File: src/hdl/cso_pkg.sv
// Shared constants and types for the source-over tile compositor.
// Depends on nothing; every design file of the block imports it (the checker does not).
`default_nettype none

package cso_pkg;

	// Tile geometry. The accumulator store holds one entry per pixel.
	localparam int unsigned TILE_SIDE = 256;
	localparam int unsigned PIXELS    = TILE_SIDE * TILE_SIDE;
	localparam int unsigned ADDR_W    = $clog2(PIXELS);

	// Field widths.
	localparam int unsigned IDX_W       = 16;
	localparam int unsigned CH_W        = 8;
	localparam int unsigned LANE_W      = 16;
	localparam int unsigned NUM_LANES   = 4;
	localparam int unsigned NUM_COLOURS = 3;
	localparam int unsigned ALPHA_LANE  = 3;

	// Fixed-point unit: 65025 stands for 1.0, and half of it for rounding.
	localparam int unsigned UNIT       = 65025;
	localparam int unsigned ROUND_HALF = 32512;

	typedef logic [CH_W-1:0]   channel_t;
	typedef logic [LANE_W-1:0] lane_t;
	// Lane 0 red, 1 green, 2 blue, 3 alpha (bits 63:48).
	typedef lane_t [NUM_LANES-1:0] accum_t;

	typedef enum logic {
		OP_BLEND   = 1'b0,
		OP_RESOLVE = 1'b1
	} op_t;

endpackage

`default_nettype wire

File: src/hdl/cso_resolve.sv
// Resolve unit: alpha byte by reciprocal multiply, colour bytes by a nine-step divider.
// Depends on cso_pkg for the accumulator and channel types.
`default_nettype none

module cso_resolve import cso_pkg::*; (
	input  wire logic                   clk,
	input  wire logic                   arst_n,
	input  wire logic                   start,
	input  wire accum_t                 word,
	output logic                        done,
	output channel_t [NUM_COLOURS-1:0] colour,
	output channel_t                    alpha
);

	localparam int unsigned QUO_W   = CH_W + 1;
	localparam int unsigned STEP_W  = $clog2(QUO_W);
	localparam int unsigned DIV_W   = LANE_W + CH_W + 1;   // 2A shifted up by CH_W
	localparam int unsigned NUM_W   = DIV_W + 1;           // 510 * d + A
	localparam int unsigned ARND_W  = LANE_W + 1;
	localparam int unsigned RCP_W   = 18;
	localparam int unsigned RCP_SH  = 25;
	localparam int unsigned APROD_W = ARND_W + RCP_W;
	localparam int unsigned ABYTE_W = APROD_W - RCP_SH;
	// ceil(2^25 / 255), exact for every dividend up to 65662, the largest that a_rnd can take.
	localparam logic [RCP_W-1:0] RCP255 = RCP_W'(((64'd1 << RCP_SH) + 64'd254) / 64'd255);
	localparam int unsigned ALPHA_RND = 127;

	lane_t                            a_in;
	logic [ARND_W-1:0]                a_rnd;
	logic [APROD_W-1:0]               a_prod;
	logic [ABYTE_W-1:0]               a_byte;
	logic [NUM_COLOURS-1:0]           ge;
	logic [NUM_COLOURS-1:0][NUM_W-1:0] rem_q;
	logic [NUM_COLOURS-1:0][QUO_W-1:0] quo_q;
	logic [DIV_W-1:0]                 div_q;
	channel_t                         alpha_q;
	logic                             a_zero_q;
	logic                             busy_q;
	logic                             done_q;
	logic [STEP_W-1:0]                step_q;

	assign a_in   = word[ALPHA_LANE];
	assign a_rnd  = ARND_W'(a_in) + ARND_W'(ALPHA_RND);
	assign a_prod = APROD_W'(a_rnd) * APROD_W'(RCP255);
	assign a_byte = a_prod[APROD_W-1:RCP_SH];

	always_comb begin
		for (int k = 0; k < NUM_COLOURS; k++) begin
			ge[k] = rem_q[k] >= NUM_W'(div_q);
		end
	end

	always_ff @(posedge clk or negedge arst_n) begin
		if (!arst_n) begin
			busy_q <= 1'b0;
			done_q <= 1'b0;
			step_q <= '0;
		end else begin
			done_q <= busy_q && (step_q == '0);
			if (start) begin
				busy_q <= 1'b1;
				step_q <= STEP_W'(QUO_W - 1);
			end else if (busy_q && (step_q == '0)) begin
				busy_q <= 1'b0;
			end else if (busy_q) begin
				step_q <= step_q - STEP_W'(1);
			end
		end
	end

	// Restoring division of 510*d + A by 2A; the top quotient bit means saturation.
	always_ff @(posedge clk) begin
		if (start) begin
			alpha_q  <= (a_byte > ABYTE_W'(255)) ? '1 : a_byte[CH_W-1:0];
			a_zero_q <= (a_in == '0);
			div_q    <= {a_in, (CH_W + 1)'(0)};
			for (int k = 0; k < NUM_COLOURS; k++) begin
				rem_q[k] <= NUM_W'({word[k], 9'd0}) - NUM_W'({word[k], 1'b0}) + NUM_W'(a_in);
				quo_q[k] <= '0;
			end
		end else if (busy_q) begin
			div_q <= div_q >> 1;
			for (int k = 0; k < NUM_COLOURS; k++) begin
				if (ge[k]) begin
					rem_q[k] <= rem_q[k] - NUM_W'(div_q);
				end
				quo_q[k] <= {quo_q[k][QUO_W-2:0], ge[k]};
			end
		end
	end

	always_comb begin
		for (int k = 0; k < NUM_COLOURS; k++) begin
			if (a_zero_q) begin
				colour[k] = '0;
			end else if (quo_q[k][QUO_W-1]) begin
				colour[k] = '1;
			end else begin
				colour[k] = quo_q[k][CH_W-1:0];
			end
		end
	end

	assign alpha = alpha_q;
	assign done  = done_q;

endmodule

`default_nettype wire

File: config.mk
export PLATFORM = sky130hd
export DESIGN_NAME = cso_resolve
export DESIGN_NICKNAME = d
export VERILOG_FILES = /design/src/hdl/cso_pkg.sv /design/src/hdl/cso_resolve.sv
export SDC_FILE = /design/constraint.sdc
export NUM_CORES = 1
export LEC_CHECK = 0
export BUFFER_PORTS_ARGS = -buffer_cell sky130_fd_sc_hd__buf_2
export CORE_ASPECT_RATIO = 1.5
export CORE_MARGIN = 8
export CORE_UTILIZATION = 51
export CTS_CLUSTER_DIAMETER = 200
export CTS_CLUSTER_SIZE = 12
export DETAILED_ROUTE_END_ITERATION = 8
export GPL_TIMING_DRIVEN = 0
export PLACE_DENSITY_LB_ADDON = 0.08
export SLEW_MARGIN = 15
export SYNTH_ARGS = -nofsm -noshare
export SYNTH_HDL_FRONTEND = slang
export SYNTH_SLANG_ARGS = --single-unit
File: constraint.sdc
create_clock -name clk -period 4.42 [get_ports clk]
set_clock_uncertainty 0.05 [all_clocks]
set_input_delay 0.663 -clock clk [delete_from_list [all_inputs] [get_ports clk]]
set_output_delay 0.663 -clock clk [all_outputs]
set_load 0.02 [all_outputs]
==> results of run 1 <==
==> tightest hold or removal path, stage by stage (launching register included) <==
cell     delay, ns
dfxtp_1       0.32
nand2_1       0.06
a21oi_1       0.06
==> flip-flops by register name, indices dropped and copies added, names as in the netlist <==
signal,flops
a_zero_q,1
alpha,8
busy_q,1
div_q,25
done,1
quo_q,27
rem_q,78
step_q,4
==> Yosys cell counts, drive strengths merged (6+ instances only) <==
cell type / instances
and3: 16
o22ai: 6
a31oi: 15
and2: 6
nor4: 10
o21a: 21
a2111oi: 6
o31ai: 29
nor2b: 20
a211oi: 22
nand2: 151
nor3: 24
buf: 9
o211ai: 6
a21oi: 142
xor2: 55
nor2: 189
ha: 268
or3: 13
fa: 38
mux2i: 39
nand3: 34
o21ai: 104
edfxtp: 103
nand2b: 23
xnor2: 87
dfxtp: 36
a21o: 74
nand4: 12
clkbuf: 37
o21bai: 15
inv: 196
dfrtp: 6
==> per-layer routing <==
layer	vias to the layer above	part of all wire, %	global-route usage, %
li1	7003	-	-
met1	6795	40	30.8
met2	493	48	45.8
met3	133	5.6	3.50
met4	0	5.9	15.4
met5	-	0	0
==> stage by stage <==
step	TNS (ns)	utilization [%]	total power, mW
floorplan	-4.39	-	7.34
global placement	-41.66	55.3	8.77
detailed placement	-19.14	55.5	8.87
CTS	-4.41	58.7	10.5
global route	-5.36	59.7	11.5
finish	-4.06	59.7	10.7
==> report_power, final <==
part / internal (mW) / total (mW) / switching, mW
combinational: 2.82 / 6.86 / 4.03
clock: 0.821 / 1.44 / 0.616
sequential: 2.17 / 2.38 / 0.201
total: 5.82 / 10.7 / 4.85
==> kinds of logic (layout without fill, tap and decap cells) <==
logic type / count (synthesis) / count (layout) / synth area share, %
xor+xnor: 142 / 142 / 7.68
fa+ha+maj: 306 / 306 / 25.4
simple gates: 521 / 521 / 14.7
compound gates: 485 / 485 / 19.7
buf+inv: 243 / 399 / 5.63
flops: 145 / 145 / 24.5
mux: 40 / 40 / 2.48
==> how the worst max path moves through the flow <==
stage / start / endpoint / slack [ns] / depth (start not counted)
global route: word[51] / alpha[2]$_SDFFCE_PN1P_ / -0.68 / 22
CTS: word[53] / alpha[2]$_SDFFCE_PN1P_ / -0.57 / 23
finish: word[51] / alpha[4]$_SDFFCE_PN1P_ / -0.51 / 22
detailed placement: word[48] / alpha[2]$_SDFFCE_PN1P_ / -1.51 / 23
floorplan: word[50] / alpha[2]$_SDFFCE_PN1P_ / -0.57 / 21
global placement: word[48] / alpha[2]$_SDFFCE_PN1P_ / -1.53 / 23
==> area by class of cell <==
cell class / instances / area share, %
plain buffers: 46 / 1.03
clock buffers: 23 / 2.71
clock inverters: 9 / 0.346
inverters: 197 / 3.95
multi-input cells: 1494 / 64.0
flip-flops and latches: 145 / 21.1
well taps: 410 / 2.72
repair buffers: 124 / 4.20
==> placed cells by master (no fill, tap or decap), types with 9 or more instances in the layout <==
cell and n:
nand2_1 146, nor3_1 22, edfxtp_1 103, nor2b_1 19, ha_4 25, nand4_1 12
o21bai_1 14, nand2b_1 23, a31oi_1 15, a211oi_1 20, o31ai_1 27, mux2i_1 39
ha_1 237, a21o_1 72, xor2_1 54, inv_2 10, a21oi_1 137, dfxtp_1 36
xnor2_1 78, inv_1 184, clkbuf_1 38, buf_2 89, o21ai_0 91, nor2_1 186
clkbuf_16 20, or3_1 13, and3_1 13, fa_1 30, buf_1 9, o21a_1 20
buf_4 24, nand3_1 31
==> repair_timing <==
action / in CTS / in global routing
setup endpoints to repair: 60 / 48
buffers inserted: 13 / 13
gates resized for setup: 63 / 40
pin swaps: 29 / 39
hold buffers: 1 / 0
endpoints found under the hold margin: 6 / 0
==> key figures, run 1 <==
Placed design
  • PortBufs: 96
  • Placed cell count: about 2400
  • Pre-CTS WS: -1.51 ns
  • Placer Congestion: ~0.95
  • DP Area: around 0.017 mm2
  • Hpwl dp: between 40 and 50 mm

Timing
  • Headroom to the max-slew limit: between 30 and 40%
  • Max Clock Freq: between 200 and 250 MHz
  • Worst Max-Slew Pin Slew: around 1 ns
  • RSZ-0062 raised after global routing: true
  • Tmin final: between 4 and 5 ns
  • Final setup violation count: 8
  • Fin Hold WS: 0.442 ns
  • Slew Limit Fails: 0
  • Final Hold Fails: 0
  • Final Cycle Share: 112%
  • Fin worst setup slack: -0.514 ns

CTS
  • Clk Latency, worst-skew pair: about 0.45 ns
  • TritonCTS clock tree: yes
  • Sink Count: 145
  • Clock tree buffer depth: 2
  • Clock tree root buffer cell: clkbuf_16
  • Inserted Clock Buffers: 17
  • Worst-path clk slew: around 0.060 ns
  • H-tree level count: 4

Setup path
  • Worst r2r path cells: 12
  • Crit path buf inv count: 1
  • CP Launch Type: primary input
  • Reg-to-Reg Start: div_q[17]$_DFFE_PP_
  • Crit path largest cell delay: around 0.46 ns
  • CP max FO: 8
  • Crit. End Element: register
  • Kind of cell adding the most delay to the critical path: adder cells
  • Most common cell on crit path: ha_4
  • FF-to-FF End: rem_q[67]$_DFFE_PP_
  • Worst EP arrival: 5.09 ns
  • Worst-path cell chain: buf_12 > nor4_4 > nand2_1 > or2_4 > and2_4 > nand3_4 > xnor2_4 > ha_4 > ha_1 > ha_4 > fa_2 > ha_4 > ha_4 > a21oi_2 > nor2b_1 > o21ai_1 > a21oi_2 > o211ai_1 > and3_4 > o31ai_4 > a41o_4 > nand2_1
  • Setup CP Type: primary input to register
  • CP max stage cell: fa_2
  • Worst R2R Setup Slack: roughly 0.33 ns
  • CP required: between 4 and 5 ns

Status
  • Failing checks: setup timing
  • Status: finished with violations

Floorplanning
  • Die area: 0.0378 mm2
  • DIE HEIGHT: 234 um
  • Cell row count: 80
  • Die width: 162 um
  • Core area: 0.0315 mm2
  • # IOs: 100
  • Initial cell density of the core: approximately 50%

Yosys
  • Synth top area share: 20.7%
  • Post-synth ARST share: between 4 and 5%
  • Register area share after synthesis: 24.5%
  • Synth warnings: 0
  • Count of cell types in the netlist: 86
  • Synthesized cell area: roughly 0.016 mm2
  • Avg Inst Size Synth: approximately 8.6 um2
  • EDFF count, synth: 103
  • Syn_nets: about 2300
  • Cell count after synthesis: 1882
  • Post-synth top area cell: ha_1
  • Ranking of synthesized cells by area: ha_1 (21%), edfxtp_1 (19%), xnor2_1 (4.7%), fa_1 (4.7%), inv_1 (4.5%)
  • Number of synthesized register bits: around 150
  • Ys flop type: edfxtp_1

Global route
  • GR Overflow Total: 0
  • Number of global-route vias before repair: between 10000 and 15000
  • Initial antenna violation count: 0
  • Largest net degree at the start of global routing: 27
  • First-pass GRT wire length: ~77 mm
  • GRT Overall Usage: between 20% and 30%

Route
  • DRT iter0 DRCs: between 900 and 1000
  • Vias per std cell: slightly below 6
  • Vias: 14400
  • Detail Route Antenna Nets: 0
  • Drc violations: 0
  • Routed WL: ~50 mm
  • WL/cell: a little over 20 um
  • DRT Pass-1 Iters: 7

Min path
  • WHS Path Cells: 2
  • Worst hold start: quo_q[9]$_SDFFE_PP0P_
  • Min-delay worst type: register to register
  • WHS Endpoint: quo_q[9]$_SDFFE_PP0P_

Layout
  • Storage cell area: ~0.0040 mm2
  • Area Growth Syn to Fin: 16.2%
  • Final Cell Area: approximately 0.019 mm2
  • Post-Layout Cell Count: between 2000 and 2500
  • Multi-input gate area in the final layout: approximately 0.012 mm2
  • Diode count: 0
  • Layout cell share with drive strength beyond 1: about 14%
  • # fillers: ~2900
  • Fin nets: around 2400

Pwr
  • Peak supply drop: 232 uV
  • LEAKAGE: 8.87 nW
  • Power per Cell Area: between 500 and 600 mW/mm2

Run
  • Max Cap Viol: 0
No activity file was read; power rests on OpenSTA's default activity.
==> run 2: changes to the inputs <==
Settings changed: CELL_PAD_IN_SITES_DETAIL_PLACEMENT set to 0, CELL_PAD_IN_SITES_GLOBAL_PLACEMENT set to 1, CORE_UTILIZATION 51 to 44, TNS_END_PERCENT set to 100.
==> key figures, run 2 (synthesized netlist as in run 1, its figures left out) <==
Layout
  • Largest registers: rem_q: 78 flops, quo_q: 27 flops, div_q: 25 flops
  • Most frequent cells in the layout: ha_1 (248), inv_1 (190), nor2_1 (186), nand2_1 (145), a21oi_1 (137)
  • Final core utilization: 51.4%
  • Fin nets: ~2400
  • Max reg flops: between 70 and 80
  • Diode count: 0
  • Layout cell share with drive strength beyond 1: about an eighth
  • Area Growth Syn to Fin: 16.0%
  • Commonest non-fill, non-tap cell in the layout: ha_1
  • Largest Register: rem_q
  • Final Cell Area: roughly 0.019 mm2

Setup path
  • Setup CP Type: primary input to register
  • CP endpoint: alpha[2]$_SDFFCE_PN1P_
  • Crit path launch: word[51]
  • Reg-to-Reg Start: div_q[0]$_SDFFE_PP0P_
  • Kind of cell adding the most delay to the critical path: adder cells
  • Crit path largest cell delay: 0.53 ns
  • Worst R2R Setup Slack: 0.29 ns
  • Worst r2r path cells: 12
  • CP max stage cell: fa_2
  • Crit path buf inv count: 3
  • CP required: ~4.6 ns
  • Most common cell on crit path: ha_4
  • Worst EP arrival: ~5.2 ns
  • Worst-path cell chain: buf_16 > nor4_4 > nand2_1 > or2_4 > and2_4 > nand3_4 > xnor2_4 > ha_4 > ha_2 > inv_1 > fa_2 > fa_2 > inv_1 > ha_4 > ha_4 > nand4_1 > nor2_2 > o211ai_1 > and3_4 > o31ai_4 > a41o_4 > o21ai_2
  • Logic depth of the worst path, buffers included: 22
  • CP max FO: 8
  • Crit. End Element: register
  • FF-to-FF End: rem_q[42]$_DFFE_PP_
  • CP Launch Type: primary input

Status
  • Status: finished with violations
  • Failing checks: setup timing

Floorplanning
  • DIE HEIGHT: roughly 250 um
  • Initial cell density of the core: between 40 and 50%
  • Core area: about 0.037 mm2
  • Die area: 0.0433 mm2
  • # IOs: 100
  • Cell row count: 86
  • Die width: 173 um

Global route
  • Number of global-route vias before repair: approximately 14000
  • First-pass GRT wire length: approximately 81 mm
  • Largest net degree at the start of global routing: 27
  • Met2 track demand over resource: between 40 and 50%
  • Top Usage Layer GRT: met2
  • GR Util met3: 3.02%
  • Initial antenna violation count: 0
  • GRT met1 Usage: 28.8%
  • GR Overflow Total: 0
  • GRT Overall Usage: 24.0%

CTS
  • Inserted Clock Buffers: 17
  • Clock tree buffer depth: 2
  • Sink Count: approximately 150
  • Clk Latency, worst-skew pair: 0.45 ns
  • Clock tree root buffer cell: clkbuf_16
  • TritonCTS clock tree: yes
  • Worst-path clk slew: around 0.07 ns
  • H-tree level count: 4

Pwr
  • Clock power share: roughly 14%
  • LEAKAGE: just under 9 nW
  • Combinational share of power: 63.4%
  • Power per Cell Area: 569 mW/mm2
  • Pint: between 5 and 6 mW
  • Net switching power: 4.85 mW
  • Switching share of power: between 40% and 50%
  • Peak supply drop: between 300 and 400 uV
  • Sequential share of power: 22.1%

Route
  • Routed WL: roughly 52 mm
  • WL/cell: roughly 21 um
  • Detail Route Antenna Nets: 0
  • DRT iter0 DRCs: about 800
  • Drc violations: 0
  • Vias per std cell: 5.59
  • DRT Pass-1 Iters: 5
  • Vias: about 14000

Timing
  • Slew Limit Fails: 0
  • Final Hold Fails: 0
  • Headroom to the max-slew limit: approximately a third
  • Tmin final: around 5.0 ns
  • Fin Hold WS: 0.448 ns
  • Final setup violation count: 8
  • Final Cycle Share: 113%
  • RSZ-0062 raised after global routing: true
  • Fin worst setup slack: -0.584 ns
  • Worst Max-Slew Pin Slew: 1.01 ns
  • Setup TNS: -4.58 ns
  • Max Clock Freq: about 200 MHz

Placed design
  • Hpwl dp: 42.6 mm
  • DP Area: 0.0176 mm2
  • Pre-CTS WS: -1.73 ns
  • PortBufs: 96
  • Placer Congestion: between 0.8 and 0.9

Min path
  • Min-delay worst type: register to register

Run
  • Max Cap Viol: 0
## run 2: cell types whose count changed in the layout (fill, tap and decap cells not counted), moves of 5 or more
cell,delta
ha_4,-9
ha_1,+11
inv_2,-5
inv_4,-5
buf_4,-6
inv_1,+6
## run 2: layout make-up
| class | instances | area [um2] |
|---|---|---|
| Inverter | 197 | 742 |
| Sequential cell | 145 | 3960 |
| Clock inverter | 11 | 111 |
| Multi-Input combinational cell | 1494 | 11900 |
| Timing Repair Buffer | 116 | 743 |
| Tap cell | 484 | 606 |
| Fill cell | 3608 | 17800 |
| Clock buffer | 21 | 514 |
| Buffer | 46 | 194 |
## run 2: power groups by stage
stage / Sequential, mW / Combinational [mW] / Clock (mW)
6_report: 2.36 / 6.78 / 1.56
5_1_grt: 2.42 / 7.59 / 1.61
4_1_cts: 2.37 / 6.66 / 1.57
3_5_place_dp: 2.39 / 6.52 / 0
3_3_place_gp: 2.39 / 6.47 / 0
2_1_floorplan: 2.36 / 4.99 / 0
## run 2: timing repair
action                                  in CTS  in global routing
buffers inserted                            14                  4
hold buffers                                 1                  0
pin swaps                                   23                 22
resized for setup                           59                 28
endpoints found under the setup margin      34                 60
endpoints found under the hold margin        6                  0
## run 2: how the worst min path moves through the flow
| stage | start | to | slack (ns) | cells after the start |
|---|---|---|---|---|
| floorplan | arst_n | busy_q$_DFFE_PN0P_ | 0.32 | 0 |
| global route | step_q[3]$_DFFE_PN0P_ | done$_DFF_PN0_ | 0.46 | 1 |
| detailed placement | step_q[3]$_DFFE_PN0P_ | done$_DFF_PN0_ | 0.43 | 1 |
| finish | step_q[3]$_DFFE_PN0P_ | done$_DFF_PN0_ | 0.45 | 1 |
| global placement | step_q[3]$_DFFE_PN0P_ | done$_DFF_PN0_ | 0.43 | 1 |
| CTS | step_q[3]$_DFFE_PN0P_ | done$_DFF_PN0_ | 0.44 | 1 |
## run 2: per-layer routing
metal  up-vias  share of wire, %  wire, um
li1       6970                 -         -
met1      6744                42     22200
met2       282                51     26900
met3        53               3.9      2070
met4         0               2.5      1320
met5         -                 0         0
## run 2: per-stage QoR
stage	std cells	power, mW
floorplan	1882	7.34
global placement	2462	8.86
detailed placement	2463	8.91
CTS	2510	10.6
global route	2514	11.6
finish	2514	10.7
